===== src/rtl/core/ptde_pkg.sv =====
// Shared types, codes and saturation helpers for the trajectory derivative evaluator.
`default_nettype none

package ptde_pkg;

   localparam int ACC_W   = 64;
   localparam int PROD_W  = 66;
   localparam int SCALE_W = 70;
   localparam int FACT_W  = 5;
   localparam int TERM_W  = 5;

   localparam logic [1:0] CMD_LOAD  = 2'd0;
   localparam logic [1:0] CMD_EVAL  = 2'd1;
   localparam logic [1:0] CMD_CHECK = 2'd2;

   localparam logic [1:0] CSR_TERM_COUNT   = 2'd0;
   localparam logic [1:0] CSR_START_OFFSET = 2'd1;
   localparam logic [1:0] CSR_DEV_LIMIT    = 2'd2;

   typedef struct packed {
      logic [1:0]         command;
      logic [2:0]         coef_index;
      logic signed [31:0] coef_x;
      logic signed [31:0] coef_y;
      logic [3:0]         deriv_order;
      logic signed [31:0] sample_time;
      logic signed [31:0] point_x;
      logic signed [31:0] point_y;
   } req_type;

   typedef struct packed {
      logic signed [31:0] value_x;
      logic signed [31:0] value_y;
      logic               deviates;
      logic               not_loaded;
   } rsp_type;

   typedef enum logic [3:0] {
      ST_IDLE,
      ST_MUL_X,
      ST_SCL_X,
      ST_MUL_Y,
      ST_SCL_Y,
      ST_MUL_P,
      ST_DIFF,
      ST_SQ_X,
      ST_SQ_Y,
      ST_SQ_L,
      ST_CMP,
      ST_DONE
   } state_type;

   typedef enum logic [2:0] {
      MS_NONE,
      MS_CX,
      MS_CY,
      MS_PD,
      MS_UX,
      MS_UY,
      MS_LIM
   } mul_sel_type;

   typedef struct packed {
      state_type           state;
      mul_sel_type         mul_sel;
      logic [FACT_W-1:0]   factor;
      logic                scale_done;
      logic                is_check;
   } ctrl_type;

   typedef struct packed {
      logic signed [31:0] coef_x;
      logic signed [31:0] coef_y;
      logic signed [31:0] power;
      logic signed [31:0] eval_t;
      logic [31:0]        ux;
      logic [31:0]        uy;
      logic [30:0]        lim;
   } mul_opnd_type;

   // Clamp a wide signed value to the signed 32 bit range.
   function automatic logic signed [31:0] sat32(input logic signed [PROD_W-1:0] v);
      logic signed [PROD_W-1:0] hi;
      logic signed [PROD_W-1:0] lo;
      hi = {{(PROD_W-31){1'b0}}, {31{1'b1}}};
      lo = {{(PROD_W-31){1'b1}}, {31{1'b0}}};
      if (v > hi) return 32'sh7FFF_FFFF;
      if (v < lo) return 32'sh8000_0000;
      return v[31:0];
   endfunction

   // Clamp a scaled term to the signed 64 bit range.
   function automatic logic signed [ACC_W-1:0] sat64(input logic signed [SCALE_W-1:0] v);
      logic signed [SCALE_W-1:0] hi;
      logic signed [SCALE_W-1:0] lo;
      hi = {{(SCALE_W-63){1'b0}}, {63{1'b1}}};
      lo = {{(SCALE_W-63){1'b1}}, {63{1'b0}}};
      if (v > hi) return {1'b0, {63{1'b1}}};
      if (v < lo) return {1'b1, {63{1'b0}}};
      return v[ACC_W-1:0];
   endfunction

   // Saturating 64 bit add.
   function automatic logic signed [ACC_W-1:0] sat_add64(input logic signed [ACC_W-1:0] a,
                                                        input logic signed [ACC_W-1:0] b);
      logic signed [ACC_W:0] s;
      s = {a[ACC_W-1], a} + {b[ACC_W-1], b};
      if (s[ACC_W] != s[ACC_W-1]) return s[ACC_W] ? {1'b1, {63{1'b0}}} : {1'b0, {63{1'b1}}};
      return s[ACC_W-1:0];
   endfunction

endpackage

`default_nettype wire


===== src/rtl/core/ptde_sequencer.sv =====
// Sequencer: walks terms and falling-factorial steps and the distance check.
`default_nettype none

module ptde_sequencer #(
   parameter int MAX_TERMS = 8,
   parameter int IDX_W     = 3,
   parameter int CNT_W     = 4
) (
   input  wire logic           clock,
   input  wire logic           reset,
   input  wire logic           accept,
   input  wire logic [1:0]     command,
   input  wire logic [3:0]     deriv_order,
   input  wire logic [3:0]     term_count,
   input  wire logic           loaded,
   output ptde_pkg::ctrl_type  ctrl,
   output logic [IDX_W-1:0]    coef_idx,
   output logic                busy
);
   import ptde_pkg::*;

   state_type        state_ff, state_in;
   logic [CNT_W-1:0] i_ff, i_in;
   logic [CNT_W-1:0] k_ff, k_in;
   logic [CNT_W-1:0] n_ff, n_in;
   logic [CNT_W-1:0] terms_ff, terms_in;
   logic             check_ff, check_in;
   logic [TERM_W-1:0] terms_cap;
   logic             order_ok;
   logic             k_done;
   logic             last_term;

   assign terms_cap = ({1'b0, term_count} > TERM_W'(MAX_TERMS)) ? TERM_W'(MAX_TERMS)
                                                               : {1'b0, term_count};
   assign order_ok  = {1'b0, deriv_order} < terms_cap;
   assign k_done    = (k_ff == n_ff);
   assign last_term = (CNT_W'(i_ff + 1'b1) == terms_ff);

   always_comb begin
      state_in = state_ff;
      unique case (state_ff)
         ST_IDLE: begin
            if (accept) begin
               if (command == CMD_EVAL) begin
                  state_in = (loaded && order_ok) ? ST_MUL_X : ST_DONE;
               end else if (command == CMD_CHECK) begin
                  if (!loaded)
                     state_in = ST_DONE;
                  else if (terms_cap == '0)
                     state_in = ST_DIFF;
                  else
                     state_in = ST_MUL_X;
               end
            end
         end
         ST_MUL_X: state_in = ST_SCL_X;
         ST_SCL_X: if (k_done) state_in = ST_MUL_Y;
         ST_MUL_Y: state_in = ST_SCL_Y;
         ST_SCL_Y: if (k_done) state_in = ST_MUL_P;
         ST_MUL_P: begin
            if (!last_term)
               state_in = ST_MUL_X;
            else
               state_in = check_ff ? ST_DIFF : ST_DONE;
         end
         ST_DIFF:  state_in = ST_SQ_X;
         ST_SQ_X:  state_in = ST_SQ_Y;
         ST_SQ_Y:  state_in = ST_SQ_L;
         ST_SQ_L:  state_in = ST_CMP;
         ST_CMP:   state_in = ST_DONE;
         ST_DONE:  state_in = ST_IDLE;
         default:  state_in = ST_IDLE;
      endcase
   end

   always_comb begin
      i_in     = i_ff;
      k_in     = k_ff;
      n_in     = n_ff;
      terms_in = terms_ff;
      check_in = check_ff;
      if (state_ff == ST_IDLE && accept) begin
         check_in = (command == CMD_CHECK);
         n_in     = (command == CMD_CHECK) ? '0 : CNT_W'(deriv_order);
         i_in     = (command == CMD_CHECK) ? '0 : CNT_W'(deriv_order);
         k_in     = '0;
         terms_in = CNT_W'(terms_cap);
      end else if (state_ff == ST_SCL_X || state_ff == ST_SCL_Y) begin
         k_in = k_done ? '0 : CNT_W'(k_ff + 1'b1);
      end else if (state_ff == ST_MUL_P) begin
         i_in = CNT_W'(i_ff + 1'b1);
      end
   end

   always_comb begin
      ctrl.state      = state_ff;
      ctrl.factor     = FACT_W'(CNT_W'(i_ff - k_ff));
      ctrl.scale_done = k_done;
      ctrl.is_check   = check_ff;
      unique case (state_ff)
         ST_MUL_X: ctrl.mul_sel = MS_CX;
         ST_MUL_Y: ctrl.mul_sel = MS_CY;
         ST_MUL_P: ctrl.mul_sel = MS_PD;
         ST_SQ_X:  ctrl.mul_sel = MS_UX;
         ST_SQ_Y:  ctrl.mul_sel = MS_UY;
         ST_SQ_L:  ctrl.mul_sel = MS_LIM;
         default:  ctrl.mul_sel = MS_NONE;
      endcase
   end

   assign coef_idx = i_ff[IDX_W-1:0];
   assign busy     = (state_ff != ST_IDLE);

   always_ff @(posedge clock) begin
      if (reset) begin
         state_ff <= ST_IDLE;
         i_ff     <= '0;
         k_ff     <= '0;
         n_ff     <= '0;
         terms_ff <= '0;
         check_ff <= 1'b0;
      end else begin
         state_ff <= state_in;
         i_ff     <= i_in;
         k_ff     <= k_in;
         n_ff     <= n_in;
         terms_ff <= terms_in;
         check_ff <= check_in;
      end
   end

endmodule

`default_nettype wire


===== config.mk =====
export PLATFORM = sky130hd
export DESIGN_NAME = ptde_sequencer
export DESIGN_NICKNAME = d
export VERILOG_FILES = /design/src/rtl/core/ptde_pkg.sv /design/src/rtl/core/ptde_sequencer.sv
export SDC_FILE = /design/constraint.sdc
export NUM_CORES = 1
export LEC_CHECK = 0
export ABC_AREA = 0
export BUFFER_PORTS_ARGS = -buffer_cell sky130_fd_sc_hd__buf_4
export CORE_MARGIN = 2
export CORE_UTILIZATION = 32
export CTS_BUF_LIST = sky130_fd_sc_hd__clkbuf_8
export CTS_CLUSTER_SIZE = 10
export DETAILED_ROUTE_END_ITERATION = 12
export RECOVER_POWER = 50
export REMOVE_ABC_BUFFERS = 1
export SYNTH_ARGS = -nofsm -noshare
export SYNTH_HDL_FRONTEND = slang
export SYNTH_SLANG_ARGS = --single-unit

===== constraint.sdc =====
create_clock -name clock -period 1.8 [get_ports clock]
set_clock_uncertainty 0.1 [all_clocks]
set_input_delay 0.18 -clock clock [delete_from_list [all_inputs] [get_ports clock]]
set_output_delay 0.18 -clock clock [all_outputs]
set_load 0.02 [all_outputs]

Yosys cells after proc, flatten, opt, wreduce, memory -nomap -nowiden
Cells that the tools add are included.
- bits in writable memories: 0
- flip-flop bits (word level): 21
- bits in latches: 0
- memories: 0
- word-level logic and storage cells: 58
- ROM bits: 0
- input bits: 14
- shift operators: 0
- equality and inequality tests: 19
- reduce and logical (&&, ||, !) cells: 10
- $lt $le $gt $ge: 2
- $add $sub $neg: 3
- bitwise gates (word level): 0
- multiplexer cells: 18
- multiply operators: 0
- divide/modulo/power cells: 0
- operators with widths (operator ; number):
    2-to-1 mux 4 bit ; 15
    one-hot mux 4 bit (11 select lines) ; 1
    one-hot mux 3 bit (6 select lines) ; 1
    == test 4 x 3 -> 1 bit, second input constant ; 4
    == test 4 bit, second input constant ; 3
    adder 4 x 1 -> 4 bit, second input constant ; 2
    == test 4 x 2 -> 1 bit, second input constant ; 2
    == test 4 bit ; 2
    != test 2 bit, second input constant ; 4
    logical NOT 5 bit ; 1
    == test 4 x 1 -> 1 bit, second input constant ; 1
    > comparator 4 bit, second input constant ; 1
    logical NOT 4 bit ; 1
    less-than comparator 4 bit ; 1
    AND reduction 4 bit ; 1
    nonzero test 4 bit ; 1
    subtractor 4 bit ; 1
    2-to-1 mux 3 bit ; 1
    != test 3 bit, second input constant ; 1
    == test 2 x 1 -> 1 bit, second input constant ; 1
    == test 2 bit, second input constant ; 1
    logical AND 1 bit ; 2
    AND reduction 2 bit ; 1
    nonzero test 2 bit ; 1
    2 further kinds ; 2

Logic depth before layout (Yosys ltp)
Gate-level depths: netlist of the first run.
- depth in word-level cells: 9
- gate-level depth with buffers: 8
- mapped depth without buffers: 8

Worst setup path after synthesis of the first run
No wires, ideal clock.
- kind: register to output
- start: register state_ff[3]
- end: output ctrl[7] (netlist name)
- stages on the path, launching flop included: 5
- arrival: 1.676 ns
- required time: 1.520 ns
- buffers on the path: 1
- path slack: -0.156 ns
- cell sequence: dfxtp_1 > clkbuf_1 > inv_1 > or3_1 > a21oi_1
- RTL lines (what ; RTL line ; text):
    from (decl) ; ptde_sequencer.sv:22 ; state_type state_ff, state_in;
    from (signal assigned) ; ptde_sequencer.sv:123 ; state_ff <= state_in;
    to (decl) ; ptde_sequencer.sv:16 ; output ptde_pkg::ctrl_type ctrl,

==> impl_metrics.toml, run 1 <==
[outcome]
status = "completed"

[yosys]
synth_edf_count = 0
synth-seq-cells = 21
async_flop_share_pct = 0
synth.top_cell.area_share_pct = 26.7
synth_warnings = 0
ys_top_cells_by_area = "dfxtp_1 27%, ha_1 7.9%, xnor2_1 5.0%"
yosys.area.top_type = "dfxtp_1"
postSynthCellCount = 196
ys_seq_area_share_pct = 26.7
syn_area_sq_um = 1570
synth_ff_type = "dfxtp_1"
synth_area_per_cell_sq_um = 8.03
synth_cell_type_count = 46

[route]
drc = 0
drt-vias-per-instance = 4.87
drt-total-wl_mm = 3.85
antenna_left = 0
dr.pass1.iters = 4
vias = 1480
drt_iter0_markers = 57
wl_per_cell_um = 12.7

[layout]
fin_nets = 263
instances_no_fill = 304
syn_to_final_growth_pct = 35.8
stdcell_area_sq_um = 2140
post-route-util_pct = 45.2
antenna_cells = 0
drive_gt1_share_pct = 38.8

[floorplanning]
die_w_um = 74.1
start_util_pct = 33.3
die_area_sq_um = 5500
row_count = 25
ioPinCount = 32
die_h_um = 74.1
core_area_sq_um = 4720

[global_route]
grt_pass1_wl_mm = 6.40
grt_pass1_vias = 1381
antenna_found_initial = 0
gr-usage-all-layers_pct = 15.0
grt_max_degree = 18
grt_overflow_total = 0

[critical_path]
crit_fanout = 5
cp.required_ps = 1520
cp_data_arrival_time_ps = 1510
cp-start-kind = "flop"
path_class = "reg2out"
end_kind = "output port"

[sta]
finalMaxSlewViolations = 0
finalHoldViolations = 0
fin_setup_tns_ps = 0
hold_ws_ps = 95.3
fin_crit_ps = 1790
rsz0062_at_grt = "yes"
clock.fmax_ghz = 0.559
setup_violations = 0
min_period_over_period_pct = 99.5
setup_ws_ps = 9.70

[clock_network]
cts_root_buf = "clkbuf_8"
clk_latency_ps = 260
path_clk_slew_ps = 70
clock_sinks = 21
clockBufferDepth = 2
cts_max_level = 1
cts_made_buffers = 3
cts_tree = "built"

[placement]
portBuffers = 30
dp.cells = 296
post_dp_cell_area_sq_um = 1940
post-place-ws_ps = 45.8
gp_congestion = 0.828
post-dp-hpwl_mm = 2.95

[power_and_ir_drop]
finalPower_mw = 3.48
p_leak_nw = 0.918
power_density_nw_per_um2 = 1630
ir_drop_uv = 607

[run]
drv_cap = 0

[hold_path]
hold_class = "in2reg"
==> per-layer routing <==
layer	vias to the layer above	wire length (um)	track usage, %
li1	758	-	-
met1	691	1760	19.4
met4	0	49	4.65
met2	26	1920	25.1
met5	-	0	0
met3	5	127	3.12
==> timing repair <==
action	CTS	global route
hold buffers	0	0
resized for setup	11	24
gates cloned	0	0
setup endpoints to repair	6	12
pin swaps	5	9
buffers inserted	4	0
==> critical path, stage by stage (launching register included) <==
cell	delay (ps)
dfxtp_2	330
buf_6	120
ha_4	200
a21o_1	160
a21oi_2	150
xnor2_1	130
buf_4	160
==> synth_stat cells, types with 2 or more instances <==
cell / number
and3_1: 2
a221oi_1: 3
nand2b_1: 3
nand2_1: 18
clkbuf_1: 6
o21ai_1: 2
nor2_2: 2
a21oi_1: 15
nand3b_1: 2
buf_4: 6
xnor2_1: 9
nor4_4: 3
nor3_1: 4
o211ai_1: 2
o21a_1: 2
a21o_1: 2
a22oi_1: 5
o21ai_0: 6
a211oi_2: 2
ha_1: 10
nor2_1: 17
a211oi_1: 2
nor3b_1: 2
nor2b_1: 4
inv_1: 16
or3_1: 2
nand3_1: 3
xor2_1: 6
dfxtp_1: 21
buf_2: 3
==> power by group <==
part / internal, mW / total (mW) / switching (mW)
logic: 1.16 / 2.45 / 1.29
clock network: 0.152 / 0.308 / 0.156
registers: 0.591 / 0.721 / 0.130
total: 1.90 / 3.48 / 1.58
==> layout by cell type, fill, tap and decap left out, types with 2 or more instances in the layout <==
| master | instances |
|---|---|
| nand2_1 | 17 |
| xor2_1 | 6 |
| nand3_1 | 3 |
| o211ai_1 | 2 |
| nor3_1 | 4 |
| inv_1 | 13 |
| nand3b_1 | 2 |
| buf_6 | 3 |
| o21ai_0 | 6 |
| a221oi_2 | 2 |
| xnor2_1 | 7 |
| nor4_4 | 3 |
| o21ai_1 | 2 |
| a211oi_1 | 2 |
| o21a_1 | 2 |
| ha_4 | 3 |
| dfxtp_2 | 10 |
| buf_4 | 49 |
| and3_1 | 2 |
| a22oi_1 | 5 |
| nor2_2 | 2 |
| a21o_1 | 2 |
| ha_1 | 7 |
| clkbuf_8 | 3 |
| inv_2 | 4 |
| or3_1 | 2 |
| a21oi_2 | 2 |
| nor2_1 | 16 |
| a21oi_1 | 13 |
| dfxtp_1 | 11 |
| nand2b_1 | 3 |
| a211oi_2 | 2 |
| nor2b_1 | 4 |
==> logic make-up after synthesis <==
group                    count (synthesis)  share of synthesized area [%]
multiplexers                             1                          0.636
AO/OA/AOI/OAI                           47                           20.4
adder cells (fa/ha/maj)                 11                           9.22
flip-flops                              21                           26.7
buffers and inverters                   31                           9.06
AND/OR/NAND/NOR                         69                           25.4
XOR/XNOR                                15                           8.35
other                                    1                          0.238
==> flip-flops by register name (all words and copies together) (netlist names) <==
register,count
k_ff,4
state_ff,4
terms_ff,4
n_ff,4
check_ff,1
i_ff,4
==> area by class of cell <==
class                           instances  area, sq um
Fill cell                             485         2590
Multi-Input combinational cell        144         1110
Sequential cell                        21          433
Timing Repair Buffer                   52          402
Tap cell                               67         83.8
Inverter                               16         60.1
Clock buffer                            3         41.3
Clock inverter                          1         3.75
==> final timing paths <==
check,endpoint,from,cells past startpoint,slack (ps)
worst max-delay path,ctrl[5],i_ff[1],6,10
worst min-delay path,n_ff[1],deriv_order[1],3,100
worst max register to register,i_ff[1],state_ff[3],6,80
worst min register to register,n_ff[0],n_ff[0],2,380
Note: power is estimated with default switching activity, not from simulation.
==> inputs of run 2 (changes only) <==
Settings changed: CORE_ASPECT_RATIO set to 0.5.
==> run 2 against run 1 <==
Effect of this change:
- the run now ends with negative setup slack left
- global-route usage decreased by 0.21 points
- sequential share of layout area increased by 0.17 points
- routed wire length increased by 2.5%
- highest routed layer unchanged
- die area increased by 0.61%
==> impl_metrics.toml, run 2 (synthesized netlist as in run 1, its figures left out) <==
[sta]
finalMaxSlewViolations = 0
finalHoldViolations = 0
rsz0062_at_grt = "yes"
setup_ws_ps = -30.8
min_period_over_period_pct = 102
fin_crit_ps = 1830
setup_violations = 3
clock.fmax_ghz = 0.546

[critical_path]
cp.required_ps = 1520
cp-start-kind = "flop"
end_kind = "output port"
crit_fanout = 4
path_class = "reg2out"
cp_data_arrival_time_ps = 1550

[power_and_ir_drop]
power_density_nw_per_um2 = 1620
ir_drop_uv = 452
p_leak_nw = 0.925
finalPower_mw = 3.49

[placement]
post-dp-hpwl_mm = 3.00
dp.cells = 300
portBuffers = 30
gp_congestion = 0.813

[route]
drc = 0
drt_iter0_markers = 65
wl_per_cell_um = 12.8
drt-total-wl_mm = 3.95
vias = 1519
drt-vias-per-instance = 4.92
dr.pass1.iters = 4
antenna_left = 0

[clock_network]
path_clk_slew_ps = 80
cts_tree = "built"
clockBufferDepth = 2
cts_root_buf = "clkbuf_8"
cts_made_buffers = 3
cts_max_level = 1
clk_latency_ps = 260
clock_sinks = 21

[floorplanning]
ioPinCount = 32
start_util_pct = 34.6
core_area_sq_um = 4550
die_h_um = 53.6
row_count = 17
die_area_sq_um = 5530
die_w_um = 103

[global_route]
grt_overflow_total = 0
grt_max_degree = 18
gr-usage-all-layers_pct = 14.8
grt_pass1_wl_mm = 6.13
antenna_found_initial = 0
grt_pass1_vias = 1296

[layout]
final_cell_mix = "48 x buf_4, 18 x nor2_1, 17 x nand2_1"
syn_to_final_growth_pct = 36.6
final_common_cell = "buf_4"
antenna_cells = 0
instances_no_fill = 309
drive_gt1_share_pct = 36.6
fin_nets = 269

[outcome]
status = "finished, violations left"
violations = "negative setup slack"

[run]
drv_cap = 0

[hold_path]
hold_class = "in2reg"
[run 2: cell types whose count changed in the layout (fill, tap and decap cells not counted), sizes merged]
| cell | previous run | this run |
|---|---|---|
| buf | 52 | 53 |
| clkbuf | 3 | 8 |
[run 2: critical path, stage by stage, from the launching register on]
cell     delay [ps]
dfxtp_4         370
inv_2            50
ha_4            160
fa_2            560
inv_2            40
buf_6           120
[run 2: metal layers]
layer  wire [um]  track usage (%)
met1        2000             19.4
met4          59             4.82
met2        1730             23.6
met3         157             4.29
met5           0                0
[run 2: report_power, final]
part           switching (mW)  internal (mW)  total [mW]
clock                   0.155          0.152       0.308
combinational            1.28           1.16        2.44
sequential              0.146          0.594       0.740
[run 2: final timing paths]
kind,from,end,slack [ps],cells past startpoint
max,i_ff[0],ctrl[3],-30,5
min,deriv_order[3],n_ff[3],80,3
max reg2reg,i_ff[0],state_ff[3],40,7
min reg2reg,n_ff[0],n_ff[0],380,2
[run 2: metrics by stage]
stage	utilization [%]	instance area, sq um	setup TNS, ps	setup WS [ps]	hold slack [ps]
after floorplan	-	1490	-744	-142	145
after CTS	45.6	2080	-29.2	-20.9	79.1
after global placement	43.3	1970	0	62.0	349
final	47.2	2150	-48.0	-30.8	83.5
after detailed placement	43.3	1970	0	44.4	352
after global routing	47.2	2150	-450	-75.7	83.8
[run 2: what timing repair did]
action | in CTS | in global routing
pin swaps | 5 | 9
setup endpoints to repair | 6 | 12
hold buffers | 0 | 0
resized for setup | 16 | 21
setup buffers | 1 | 4
[run 2: area by class of cell]
| cell class | instances | area, sq um |
|---|---|---|
| Fill cell | 457 | 2400 |
| Clock inverter | 1 | 3.75 |
| Tap cell | 66 | 82.6 |
| Inverter | 16 | 62.6 |
| Multi-Input combinational cell | 144 | 1080 |
| Timing Repair Buffer | 58 | 437 |
| Sequential cell | 21 | 439 |
| Clock buffer | 3 | 41.3 |
