File: src/rtl/core/ptde_pkg.sv
// Shared types, codes and saturation helpers for the trajectory derivative evaluator.
`default_nettype none

package ptde_pkg;

   localparam int ACC_W   = 64;
   localparam int PROD_W  = 66;
   localparam int SCALE_W = 70;
   localparam int FACT_W  = 5;
   localparam int TERM_W  = 5;

   localparam logic [1:0] CMD_LOAD  = 2'd0;
   localparam logic [1:0] CMD_EVAL  = 2'd1;
   localparam logic [1:0] CMD_CHECK = 2'd2;

   localparam logic [1:0] CSR_TERM_COUNT   = 2'd0;
   localparam logic [1:0] CSR_START_OFFSET = 2'd1;
   localparam logic [1:0] CSR_DEV_LIMIT    = 2'd2;

   typedef struct packed {
      logic [1:0]         command;
      logic [2:0]         coef_index;
      logic signed [31:0] coef_x;
      logic signed [31:0] coef_y;
      logic [3:0]         deriv_order;
      logic signed [31:0] sample_time;
      logic signed [31:0] point_x;
      logic signed [31:0] point_y;
   } req_type;

   typedef struct packed {
      logic signed [31:0] value_x;
      logic signed [31:0] value_y;
      logic               deviates;
      logic               not_loaded;
   } rsp_type;

   typedef enum logic [3:0] {
      ST_IDLE,
      ST_MUL_X,
      ST_SCL_X,
      ST_MUL_Y,
      ST_SCL_Y,
      ST_MUL_P,
      ST_DIFF,
      ST_SQ_X,
      ST_SQ_Y,
      ST_SQ_L,
      ST_CMP,
      ST_DONE
   } state_type;

   typedef enum logic [2:0] {
      MS_NONE,
      MS_CX,
      MS_CY,
      MS_PD,
      MS_UX,
      MS_UY,
      MS_LIM
   } mul_sel_type;

   typedef struct packed {
      state_type           state;
      mul_sel_type         mul_sel;
      logic [FACT_W-1:0]   factor;
      logic                scale_done;
      logic                is_check;
   } ctrl_type;

   typedef struct packed {
      logic signed [31:0] coef_x;
      logic signed [31:0] coef_y;
      logic signed [31:0] power;
      logic signed [31:0] eval_t;
      logic [31:0]        ux;
      logic [31:0]        uy;
      logic [30:0]        lim;
   } mul_opnd_type;

   // Clamp a wide signed value to the signed 32 bit range.
   function automatic logic signed [31:0] sat32(input logic signed [PROD_W-1:0] v);
      logic signed [PROD_W-1:0] hi;
      logic signed [PROD_W-1:0] lo;
      hi = {{(PROD_W-31){1'b0}}, {31{1'b1}}};
      lo = {{(PROD_W-31){1'b1}}, {31{1'b0}}};
      if (v > hi) return 32'sh7FFF_FFFF;
      if (v < lo) return 32'sh8000_0000;
      return v[31:0];
   endfunction

   // Clamp a scaled term to the signed 64 bit range.
   function automatic logic signed [ACC_W-1:0] sat64(input logic signed [SCALE_W-1:0] v);
      logic signed [SCALE_W-1:0] hi;
      logic signed [SCALE_W-1:0] lo;
      hi = {{(SCALE_W-63){1'b0}}, {63{1'b1}}};
      lo = {{(SCALE_W-63){1'b1}}, {63{1'b0}}};
      if (v > hi) return {1'b0, {63{1'b1}}};
      if (v < lo) return {1'b1, {63{1'b0}}};
      return v[ACC_W-1:0];
   endfunction

   // Saturating 64 bit add.
   function automatic logic signed [ACC_W-1:0] sat_add64(input logic signed [ACC_W-1:0] a,
                                                        input logic signed [ACC_W-1:0] b);
      logic signed [ACC_W:0] s;
      s = {a[ACC_W-1], a} + {b[ACC_W-1], b};
      if (s[ACC_W] != s[ACC_W-1]) return s[ACC_W] ? {1'b1, {63{1'b0}}} : {1'b0, {63{1'b1}}};
      return s[ACC_W-1:0];
   endfunction

endpackage

`default_nettype wire

File: src/rtl/core/ptde_coef_store.sv
// Coefficient pair store with per-entry valid bits and the loaded flag.
`default_nettype none

module ptde_coef_store #(
   parameter int MAX_TERMS = 8,
   parameter int IDX_W     = 3
) (
   input  wire logic               clock,
   input  wire logic               reset,
   input  wire logic               wr_en,
   input  wire logic [2:0]         wr_idx,
   input  wire logic signed [31:0] wr_x,
   input  wire logic signed [31:0] wr_y,
   input  wire logic [IDX_W-1:0]   rd_idx,
   output logic signed [31:0]      rd_x,
   output logic signed [31:0]      rd_y,
   output logic                    loaded
);
   import ptde_pkg::*;

   logic signed [31:0] coef_x_ff [MAX_TERMS];
   logic signed [31:0] coef_y_ff [MAX_TERMS];
   logic [MAX_TERMS-1:0] valid_ff;
   logic [MAX_TERMS-1:0] valid_in;
   logic                 loaded_ff;
   logic                 loaded_in;
   logic                 wr_ok;

   // Indexes past the array are dropped and leave the loaded flag alone.
   assign wr_ok = wr_en && (32'(wr_idx) < MAX_TERMS);

   always_comb begin
      valid_in  = valid_ff;
      loaded_in = loaded_ff;
      if (wr_ok) begin
         valid_in[IDX_W'(wr_idx)] = 1'b1;
         loaded_in                = 1'b1;
      end
   end

   always_ff @(posedge clock) begin
      if (reset) begin
         valid_ff  <= '0;
         loaded_ff <= 1'b0;
      end else begin
         valid_ff  <= valid_in;
         loaded_ff <= loaded_in;
      end
   end

   always_ff @(posedge clock) begin
      if (wr_ok) begin
         coef_x_ff[IDX_W'(wr_idx)] <= wr_x;
         coef_y_ff[IDX_W'(wr_idx)] <= wr_y;
      end
   end

   assign rd_x   = valid_ff[rd_idx] ? coef_x_ff[rd_idx] : 32'sd0;
   assign rd_y   = valid_ff[rd_idx] ? coef_y_ff[rd_idx] : 32'sd0;
   assign loaded = loaded_ff;

endmodule

`default_nettype wire

File: config.mk
export PLATFORM = sky130hd
export DESIGN_NAME = ptde_coef_store
export DESIGN_NICKNAME = d
export VERILOG_FILES = /design/src/rtl/core/ptde_pkg.sv /design/src/rtl/core/ptde_coef_store.sv
export SDC_FILE = /design/constraint.sdc
export NUM_CORES = 1
export LEC_CHECK = 0
export ABC_AREA = 1
export BUFFER_PORTS_ARGS = -buffer_cell sky130_fd_sc_hd__buf_2
export CAP_MARGIN = 20
export CORE_MARGIN = 2
export CORE_UTILIZATION = 55
export DETAILED_ROUTE_END_ITERATION = 6
export GPL_ROUTABILITY_DRIVEN = 0
export HOLD_SLACK_MARGIN = 0.15
export PLACE_DENSITY = 0.78
export SETUP_SLACK_MARGIN = 0.05
export SYNTH_ARGS = -nofsm -noshare
export SYNTH_HDL_FRONTEND = slang
export SYNTH_SLANG_ARGS = --single-unit
File: constraint.sdc
create_clock -name clock -period 5.4 [get_ports clock]
set_input_delay 1.35 -clock clock [delete_from_list [all_inputs] [get_ports clock]]
set_output_delay 1.35 -clock clock [all_outputs]
set_load 0.005 [all_outputs]
# Word level (Yosys, flattened, before mapping)

Memory sizes are Yosys's and may differ from the RTL's.
Index checks and enable logic that the tools add are counted.

$lt $le $gt $ge: 3
Muxes and demuxes: 8
Bitwise operators: 1
Reduce and logical (&&, ||, !) cells: 1

Operators with widths:

| cell                                                                   | count |
|---|---|
| 32-bit two-way mux                                                     | 2 |
| 3-bit by 4-bit < comparator with 1-bit output (second input constant)  | 2 |
| 8-bit OR                                                               | 1 |
| 1-bit two-way mux                                                      | 4 |
| 1-bit binary-select mux with 3-bit select                              | 1 |
| 1-bit demux with 3-bit select                                          | 1 |
| 3-bit by 1-bit >= comparator with 1-bit output (second input constant) | 1 |
| 1-bit logical AND                                                      | 1 |

Flip-flop bits (word level): 9
RAM bits: 512
Input port bits: 73
Output and inout bits: 65
Memories kept: 2

Memory list:

| memory    | depth | width | read ports | clocked after memory_dff | write ports | RTL line              | text |
|---|---|---|---|---|---|---|---|
| coef_x_ff | 8     | 32    | 1          | 0                        | 1           | ptde_coef_store.sv:21 | `logic signed [31:0] coef_x_ff [MAX_TERMS];` |
| coef_y_ff | 8     | 32    | 1          | 0                        | 1           | ptde_coef_store.sv:22 | `logic signed [31:0] coef_y_ff [MAX_TERMS];` |

# Logic depth before layout (Yosys ltp)

Gate-level depths: netlist (run 1).

Word-level depth: 5
Mapped depth: 11

# Worst setup path before layout (run 1)

No wires, ideal clock.

Kind: input to register
From: input port wr_idx[2]
To: memory coef_x_ff[3][0] (enable)
Setup time: 0.489 ns
Arrival: 4.197 ns
Required time: 4.911 ns
Path slack: 0.714 ns
Cell stages on the path: 3
Path buffers: 0
Cell sequence: inv_1 nand2_1 nor2_1

RTL lines:

| item        | RTL line              | text |
|---|---|---|
| from (decl) | ptde_coef_store.sv:11 | `input wire logic [2:0] wr_idx,` |
| to (decl)   | ptde_coef_store.sv:21 |  |

Straight into the memory's write port.

# Worst setup path in the final report (run 1)

From: input port rd_idx[0]
To: output port rd_x[10]

Cells in the longest elaborated chain, start to end: 3
Elaborated cells on any way between the ends: 4
Those cells by class: 3 x mux; 1 x memory

RTL lines:

| item                                      | RTL line              | text |
|---|---|---|
| from (decl)                               | ptde_coef_store.sv:14 | `input wire logic [IDX_W-1:0] rd_idx,` |
| 1-bit binary-select mux with 3-bit select | ptde_coef_store.sv:58 | `assign rd_x = valid_ff[rd_idx] ? coef_x_ff[rd_idx] : 32'sd0;` |
| 1-bit two-way mux (implied by the code)   | ptde_coef_store.sv:58 |  |
| 32-bit two-way mux *                      | ptde_coef_store.sv:58 |  |
| to (decl)                                 | ptde_coef_store.sv:15 | `output logic signed [31:0] rd_x,` |

Mark *: on every way between the ends. The rest lies on a longest branch, timed or not. The select of a mux whose other input is x is not followed.

==> reports/results.tsv, run 1 <==
metric	value	unit
cp_max_fo	140	
clock-root-buffer	clkbuf_16	
grt_use_met1	30.7	%
die_w	210	um
grt_max_degree	141	
slowest_stage	buf_12	
h-tree-depth	2	
synth_area_per_cell	9.64	um^2
die_h	210	um
drtPass1Iterations	5	
dp_hpwl	27.6	mm
holdBufCountCts	0	
final_common_cell	nand2_1	
nets	2600	
grt_pass1_vias	15702	
synthesis.nets	2492	
maxCapViolCount	0	
syn_area	23300	um^2
wl	51.7	mm
synth-async-reset-ratio	0	%
pin_count	138	
io_buffers	137	
ys_seq_area_share	66.7	%
placed_area	24300	um^2
rsz0062_at_grt	false	
critPathRequiredTime	4050	ps
clockBufferDepth	3	
multi_input_area	4840	um^2
ys.flop_type	edfxtp_1	
start_util	55.6	%
r2r_setup_slack	4770	ps
ys_ff_latch	521	
final_cell_mix	916 x nand2_1, 588 x inv_1, 512 x edfxtp_1	
yosysWarnings	0	
status	completed	
grt-ovfl-total	0	
drc	0	
slowest_delay	480	ps
insertion_delay	600	ps
fin_skew	0	ps
cts_tree	yes	
row_count	75	
finalHoldViolations	0	
synth-edff-count	512	
slew_violations	0	
ctsResizeCount	0	
power_density	332	nW/um^2
final.min_clock_period	4520	ps
die-area	44100	um^2
routedWlPerCell	16.6	um
max_freq	0.221	GHz
area_delta_synth_final	10.9	%
cp-start-kind	primary input	
crit_chain	clkbuf_8, inv_6, buf_12, nand2_1, nand3_1, nand2_1, nand2_1, nand2_1, nand2_1, inv_1, buf_2	
design_area	25900	um^2
synth.distinct_cells	14	
seq_area	15600	um^2
synth_cells	2419	
worstSetupEndpointType	output pin	
core	41900	um^2
busiest_layer	met2	
maxSlewHeadroom	28.4	%
cts_buffers	52	
grt_antenna_before_repair	9	
crit_arrival	3170	ps
drive_above_1_share	9.26	%
p_leak	12.6	nW
dr.first_iter.drc_count	1528	
route.antenna.remaining_nets	0	
via_per_inst	5.03	
nFillCells	3305	
clkSlewWorstSetupHoldPaths	60	ps
ir_drop	0.278	mV
cts_setup_buffers	0	
numClockSinks	521	
setup_violations	0	
path_common_cell	nand2_1	
grt_usage	23.9	%
fin_crit_sh	83.6	%
grt_pass1_wl	81.4	mm
max_slew.worst_pin.slew	1070	ps
setup_tns	0	ps
use_met3	4.13	%
crit_type	primary input to output pin	
vias	15677	
grtUsageMet2	40.6	%
hp-class	flip-flop to flip-flop	
## synth_stat cells, types with 6 or more instances
cell type  number  area [um^2]
nand2_1       916         3440
inv_1         595         2230
edfxtp_1      512        15400
nand3_1       261         1310
buf_2          62          310
buf_6          24          270
buf_4          14          105
nor2_1         11         41.3
dfxtp_1         9          180
a21oi_1         6         30.0
clkbuf_1        6         22.5
## flip-flops by register name, summed over array words and instances (netlist names)
register   flops
coef_x_ff    256
coef_y_ff    256
valid_ff       8
loaded         1
## path summary, 6_finish.rpt
kind | from | to | cells past startpoint
hold / removal | valid_ff[6] | valid_ff[6] | 2
setup / recovery | rd_idx[0] | rd_x[10] | 11
hold reg to reg | valid_ff[6] | valid_ff[6] | 2
setup reg to reg | valid_ff[4] | valid_ff[4] | 2
## stage by stage
step           hold WS, ps  setup WS [ps]  instances  util [%]  total power [mW]
5_1_grt                491            751       3112      61.6              8.86
3_3_place_gp           454           1020       3012      57.9              5.30
3_5_place_dp           460            942       3012      57.9              5.33
2_1_floorplan          435            714       2419         -              5.11
6_report               467            883       3114      61.7              8.57
4_1_cts                466            933       3109      61.6              8.62
## report_power, final
part	total (mW)	internal, mW	switching [mW]
Combinational	0.642	0.190	0.452
Sequential	4.61	4.58	0.0298
Clock	3.32	1.84	1.49
## kinds of logic (layout without fill, tap and decap cells)
kind of cell	count (synthesis)	count (layout)	share of synthesized area, %
buffers and inverters	703	854	12.7
DFF	521	521	66.7
other	0	5	0
and+or+nand+nor	1189	1189	20.5
AOI/OAI and AO/OA	6	6	0.129
## metal layers
layer / wire (um) / vias up / share of wire, %
met1: 20500 / 7345 / 40
met3: 4020 / 132 / 7.8
met4: 1750 / 10 / 3.4
met2: 25400 / 556 / 49
li1: - / 7634 / -
met5: 62 / - / 0.12
## layout make-up
class	count	share of cell area, %
Antenna cell	5	0.0484
Clock inverter	33	0.692
Clock buffer	64	5.29
Tap cell	539	2.61
Sequential cell	521	60.1
Inverter	597	8.72
Multi-Input combinational cell	1195	18.7
Timing Repair Buffer	160	3.80
## critical path, delay by kind of cell
kind          cells  cell delay [ps]
simple gates      6              590
buf+inv           5             1110
No activity file was read; power rests on OpenSTA's default activity.
==> inputs of run 2 (changes only) <==
Settings changed: ABC_AREA 1 to 0, CORE_UTILIZATION 55 to 54, PLACE_DENSITY 0.78 to 0.8.
Clock period 5.4 ns to 3.75 ns, I/O delays scaled along.
==> reports/results.tsv, run 2 <==
metric	value	unit	change
row_count	70		was 75
synth_cells	848		was 2419
ys.flop_type	edfxtp_1		unchanged
worstSetupEndpointType	output pin		unchanged
crit_chain	buf_8, buf_12, buf_12, mux4_2, mux2i_1, nor2_1, buf_2		was clkbuf_8, inv_6, buf_12, nand2_1, nand3_1, nand2_1, nand2_1, nand2_1, nand2_1, inv_1, buf_2
pre_cts_slack	370	ps	was 942 ps
drtPass1Iterations	5		unchanged
hp-class	flip-flop to flip-flop		unchanged
yosys-top-cells-area	edfxtp_1 77%, mux4_2 15%, mux2i_1 3.2%, nor2_1 1.3%, dfxtp_1 0.91%		was edfxtp_1 66%, nand2_1 15%, inv_1 9.6%, nand3_1 5.6%, buf_2 1.3%
clock-root-buffer	clkbuf_16		unchanged
grt_antenna_before_repair	8		was 9
numClockSinks	521		unchanged
start_util	54.5	%	was 55.6%
cp-start-kind	primary input		unchanged
synth_top_area_share	77.5	%	was 65.9%
p_sw_share	20.1	%	was 22.9%
seqPwrFrac	56.6	%	was 53.7%
ys_seq_area_share	78.4	%	was 66.7%
status	completed		unchanged
synth-async-reset-ratio	0	%	unchanged
synthesis.nets	921		was 2492
synth.distinct_cells	20		was 14
crit_type	primary input to output pin		unchanged
clockBufferDepth	3		unchanged
maxSlewHeadroom	49.2	%	was 28.4%
grt_pass1_vias	9526		was 15702
io_buffers	137		unchanged
cp_top_family	buffers and inverters		unchanged
cts_buffers	49		was 52
reg_top3	coef_x_ff (256), coef_y_ff (256), valid_ff (8)		unchanged
maxCapViolCount	0		unchanged
pin_count	138		unchanged
yosysWarnings	0		unchanged
ir_drop	0.387	mV	was 0.278 mV
final.min_clock_period	3360	ps	
slew_violations	0		unchanged
fin_cells	1527		was 3114
final_common_cell	edfxtp_1		was nand2_1
die_h	196	um	was 210 um
area_delta_synth_final	15.1	%	was 10.9%
finalHoldViolations	0		unchanged
h-tree-depth	2		unchanged
nets	1098		was 2600
slowest_stage	mux4_2		was buf_12
vias	9000		was 15677
synth_area_per_cell	23.4	um^2	was 9.64 um^2
drive_above_1_share	36.1	%	was 9.26%
yosysMostFrequentCell	edfxtp_1		was nand2_1
routedWlPerCell	24.9	um	was 16.6 um
die_w	196	um	was 210 um
die-area	38300	um^2	was 44100 um^2
clkSlewWorstSetupHoldPaths	60	ps	about the same
setup_violations	0		unchanged
max_slew.worst_pin.slew	762	ps	was 1070 ps
fin_ws	392	ps	was 883 ps
final_cell_mix	512 x edfxtp_1, 134 x buf_2, 130 x mux4_2		was 916 x nand2_1, 588 x inv_1, 512 x edfxtp_1
pwr-share-clk	37.7	%	was 38.8%
fin_crit_sh	89.5	%	
slowest_delay	510	ps	was 480 ps
synth-edff-count	512		unchanged
p_int	9.37	mW	was 6.61 mW
crit_arrival	2420	ps	was 3170 ps
ctsResizeCount	0		unchanged
synth.top_cells.by_count	512 x edfxtp_1, 130 x mux4_2, 67 x nor2_1		was 916 x nand2_1, 595 x inv_1, 512 x edfxtp_1
grt_usage	20.5	%	was 23.9%
cts_tree	yes		unchanged
switchingPower	2.35	mW	was 1.97 mW
holdBufCountCts	0		unchanged
path_common_cell	buf_12		was nand2_1
worst-path-buf-inv	4		was 5
ys_ff_latch	521		unchanged
fin_util	62.7	%	was 61.7%
rsz0062_at_grt	false		unchanged
via_per_inst	5.89		was 5.03
critPathRequiredTime	2810	ps	was 4050 ps
grt_pass1_wl	57.7	mm	was 81.4 mm
cts_setup_buffers	0		unchanged
syn_area	19800	um^2	was 23300 um^2
yosysTopAreaCell	edfxtp_1		unchanged
p_leak	7.68	nW	was 12.6 nW
wl	38.0	mm	was 51.7 mm
power_density	513	nW/um^2	was 332 nW/um^2
drc	0		unchanged
core	36400	um^2	was 41900 um^2
post-place-cells	1442		was 3012
max_freq	0.298	GHz	
combPwrFrac	5.7	%	was 7.5%
route.antenna.remaining_nets	0		unchanged
dp_hpwl	21.2	mm	was 27.6 mm
cp_max_fo	30		was 140
grt-ovfl-total	0		unchanged
dr.first_iter.drc_count	794		was 1528
grt_max_degree	66		was 141
insertion_delay	560	ps	was 600 ps
fin_skew	0	ps	unchanged
run 2: cell count changes after synthesis, moves of 19 or more:
cell	previous run	this run
buf_2	62	19
inv_1	595	0
mux2i_1	0	64
mux4_2	0	130
nand2_1	916	2
buf_6	24	5
nand3_1	261	0
nor2_1	11	67
run 2: cell type report:
cell class,count,area [um^2]
Sequential cell,521,15600
Fill cell,2445,13600
Multi-Input combinational cell,284,4090
Clock buffer,65,1290
Timing Repair Buffer,169,1190
Tap cell,468,586
Clock inverter,19,119
Antenna cell,1,2.50
run 2: per-layer routing:
layer / routed length, um / part of all wire, % / track usage, % / up-vias
met2: 19000 / 50 / 34.0 / 282
met4: 671 / 1.8 / 5.22 / 14
li1: - / - / - / 3906
met5: 89 / 0.23 / 0 / -
met1: 15900 / 42 / 28.4 / 4736
met3: 2360 / 6.2 / 4.04 / 62
run 2: path summary, 6_finish.rpt:
check	from	end	slack, ps	depth (start not counted)
setup reg to reg	valid_ff[3]	valid_ff[3]	3100	1
hold / removal	valid_ff[6]	valid_ff[6]	470	2
hold reg to reg	valid_ff[6]	valid_ff[6]	470	2
setup / recovery	rd_idx[0]	rd_y[8]	390	7
run 2: power groups by stage:
stage / clock network, mW / logic [mW] / registers [mW]
5_1_grt: 4.71 / 0.726 / 6.65
2_1_floorplan: 0 / 0.412 / 6.75
4_1_cts: 4.50 / 0.680 / 6.64
3_5_place_dp: 0 / 0.677 / 6.76
3_3_place_gp: 0 / 0.662 / 6.74
6_report: 4.41 / 0.669 / 6.64
run 2: metrics by stage:
stage	TNS [ps]	total power, mW	hold slack, ps	area [um^2]
finish	0	11.7	466	22800
global route	0	12.1	491	22800
CTS	0	11.8	468	22800
detailed placement	0	7.44	454	21400
global placement	0	7.40	444	21400
floorplan	-32950	7.16	435	19900
run 2: cell families (layout without fill, tap and decap cells):
family | count (synthesis) | in the layout | synth area share (%)
DFF | 521 | 521 | 78.4
muxes | 195 | 195 | 18.1
AOI/OAI and AO/OA | 3 | 3 | 0.151
and+or+nand+nor | 86 | 86 | 1.93
other | 0 | 1 | 0
buffers and inverters | 43 | 253 | 1.43
==> inputs of run 3 (changes only) <==
Settings changed: BUFFER_PORTS_ARGS -buffer_cell sky130_fd_sc_hd__buf_2 to -buffer_cell sky130_fd_sc_hd__buf_4.
==> reports/results.tsv, run 3 (synthesized netlist as in run 2, its figures left out) <==
metric	value	unit	change
fin_cells	1534		was 1527
grt_pass1_wl	58.2	mm	was 57.7 mm
r2r_start	valid_ff[3]		unchanged
fin_crit_sh	92.2	%	was 89.5%
grt-ovfl-total	0		unchanged
crit_type	primary input to output pin		unchanged
holdBufCountCts	0		unchanged
max_slew.worst_pin.slew	831	ps	was 762 ps
p_leak	7.89	nW	was 7.68 nW
final_cell_mix	512 x edfxtp_1, 153 x buf_4, 130 x mux4_2		was 512 x edfxtp_1, 134 x buf_2, 130 x mux4_2
pwr-share-clk	41.3	%	was 37.7%
start_util	54.5	%	unchanged
setup_violations	0		unchanged
cts_setup_buffers	0		unchanged
critPathRequiredTime	2810	ps	about the same
p_int	10.0	mW	was 9.37 mW
reg_top3	coef_x_ff (256), coef_y_ff (256), valid_ff (8)		unchanged
dr.first_iter.drc_count	928		was 794
dp_hpwl	21.0	mm	was 21.2 mm
drive_above_1_share	37.5	%	was 36.1%
fin_total_pwr	12.5	mW	was 11.7 mW
crit_chain	buf_8, buf_12, mux4_2, mux2i_1, nor2_1, buf_4		was buf_8, buf_12, buf_12, mux4_2, mux2i_1, nor2_1, buf_2
io_buffers	137		unchanged
final_common_cell	edfxtp_1		unchanged
hp-class	flip-flop to flip-flop		unchanged
cp-start-kind	primary input		unchanged
row_count	70		unchanged
die-area	38300	um^2	unchanged
cp_max_fo	50		was 30
grt_max_degree	65		was 66
slowest_stage	mux4_2		unchanged
wl	38.2	mm	was 38.0 mm
cts_buffers	49		unchanged
ir_drop	0.378	mV	was 0.387 mV
startpoint	rd_idx[0]		unchanged
ctsResizeCount	0		unchanged
switchingPower	2.46	mW	was 2.35 mW
seqPwrFrac	53.0	%	was 56.6%
status	completed		unchanged
grt_usage	20.6	%	was 20.5%
pin_count	138		unchanged
worstSetupEndpointType	output pin		unchanged
drtPass1Iterations	7		was 5
clock-root-buffer	clkbuf_16		unchanged
insertion_delay	550	ps	was 560 ps
nets	1099		was 1098
numClockSinks	521		unchanged
clockBufferDepth	3		unchanged
routedWlPerCell	24.9	um	about the same
grt_pass1_vias	9651		was 9526
rsz0062_at_grt	false		unchanged
max_freq	0.289	GHz	was 0.298 GHz
grt_antenna_before_repair	3		was 8
clkSlewWorstSetupHoldPaths	60	ps	about the same
hold_depth	2		unchanged
maxSlewHeadroom	44.5	%	was 49.2%
combPwrFrac	5.6	%	was 5.7%
finalHoldViolations	0		unchanged
area_delta_synth_final	17.9	%	was 15.1%
drc	0		unchanged
final.min_clock_period	3460	ps	was 3360 ps
post-place-cells	1443		was 1442
cts_tree	yes		unchanged
route.antenna.remaining_nets	0		unchanged
maxCapViolCount	0		unchanged
r2r_cells	1		unchanged
crit_arrival	2520	ps	was 2420 ps
slew_violations	0		unchanged
via_per_inst	5.84		was 5.89
slowest_delay	560	ps	was 510 ps
power_density	534	nW/um^2	was 513 nW/um^2
nFillCells	2370		was 2445
fin_skew	0	ps	unchanged
die_h	196	um	unchanged
worstHoldStart	loaded		was valid_ff[6]
core	36400	um^2	unchanged
die_w	196	um	unchanged
h-tree-depth	2		unchanged
vias	8964		was 9000
p_sw_share	19.7	%	was 20.1%
==> run 3: worst paths after layout <==
| kind | end | slack [ps] |
|---|---|---|
| max | rd_x[24] | 290 |
| min | loaded | 480 |
| max reg2reg | valid_ff[3] | 3130 |
| min reg2reg | loaded | 480 |
==> run 3: per-stage QoR <==
step                setup slack, ps  utilization (%)  hold slack, ps  cell area, um^2  TNS, ps
floorplan                      -279                -             435            19900   -32950
global route                    119             64.2             501            23400        0
CTS                             259             64.2             487            23400        0
global placement                236             59.6             446            21700        0
finish                          291             64.2             484            23400        0
detailed placement              254             59.6             468            21700        0
==> run 3: power by group through the flow <==
stage / Combinational [mW] / Clock (mW) / Sequential, mW
final: 0.705 / 5.17 / 6.63
after detailed placement: 0.717 / 0 / 6.76
after CTS: 0.720 / 5.26 / 6.64
after global routing: 0.764 / 5.46 / 6.65
after floorplan: 0.412 / 0 / 6.75
after global placement: 0.704 / 0 / 6.74
==> run 3: cell type report <==
type / count / area (um^2) / area share, %
Sequential cell: 521 / 15600 / 66.5
Multi-Input combinational cell: 284 / 4090 / 17.5
Timing Repair Buffer: 170 / 1480 / 6.30
Clock buffer: 59 / 1320 / 5.62
Tap cell: 468 / 586 / 2.50
Clock inverter: 30 / 379 / 1.62
Antenna cell: 2 / 5.00 / 0.0214
==> run 3: layer usage <==
| metal | vias up | wire length (um) | GRT usage [%] |
|---|---|---|---|
| li1 | 3900 | - | - |
| met3 | 55 | 2000 | 3.75 |
| met2 | 243 | 19100 | 33.5 |
| met5 | - | 11 | 0 |
| met4 | 2 | 712 | 6.09 |
| met1 | 4764 | 16400 | 29.2 |
==> run 3: critical path: cells and delay by family <==
kind	cells	cell delay, ps
buf+inv	3	610
mux	2	900
simple gates	1	70
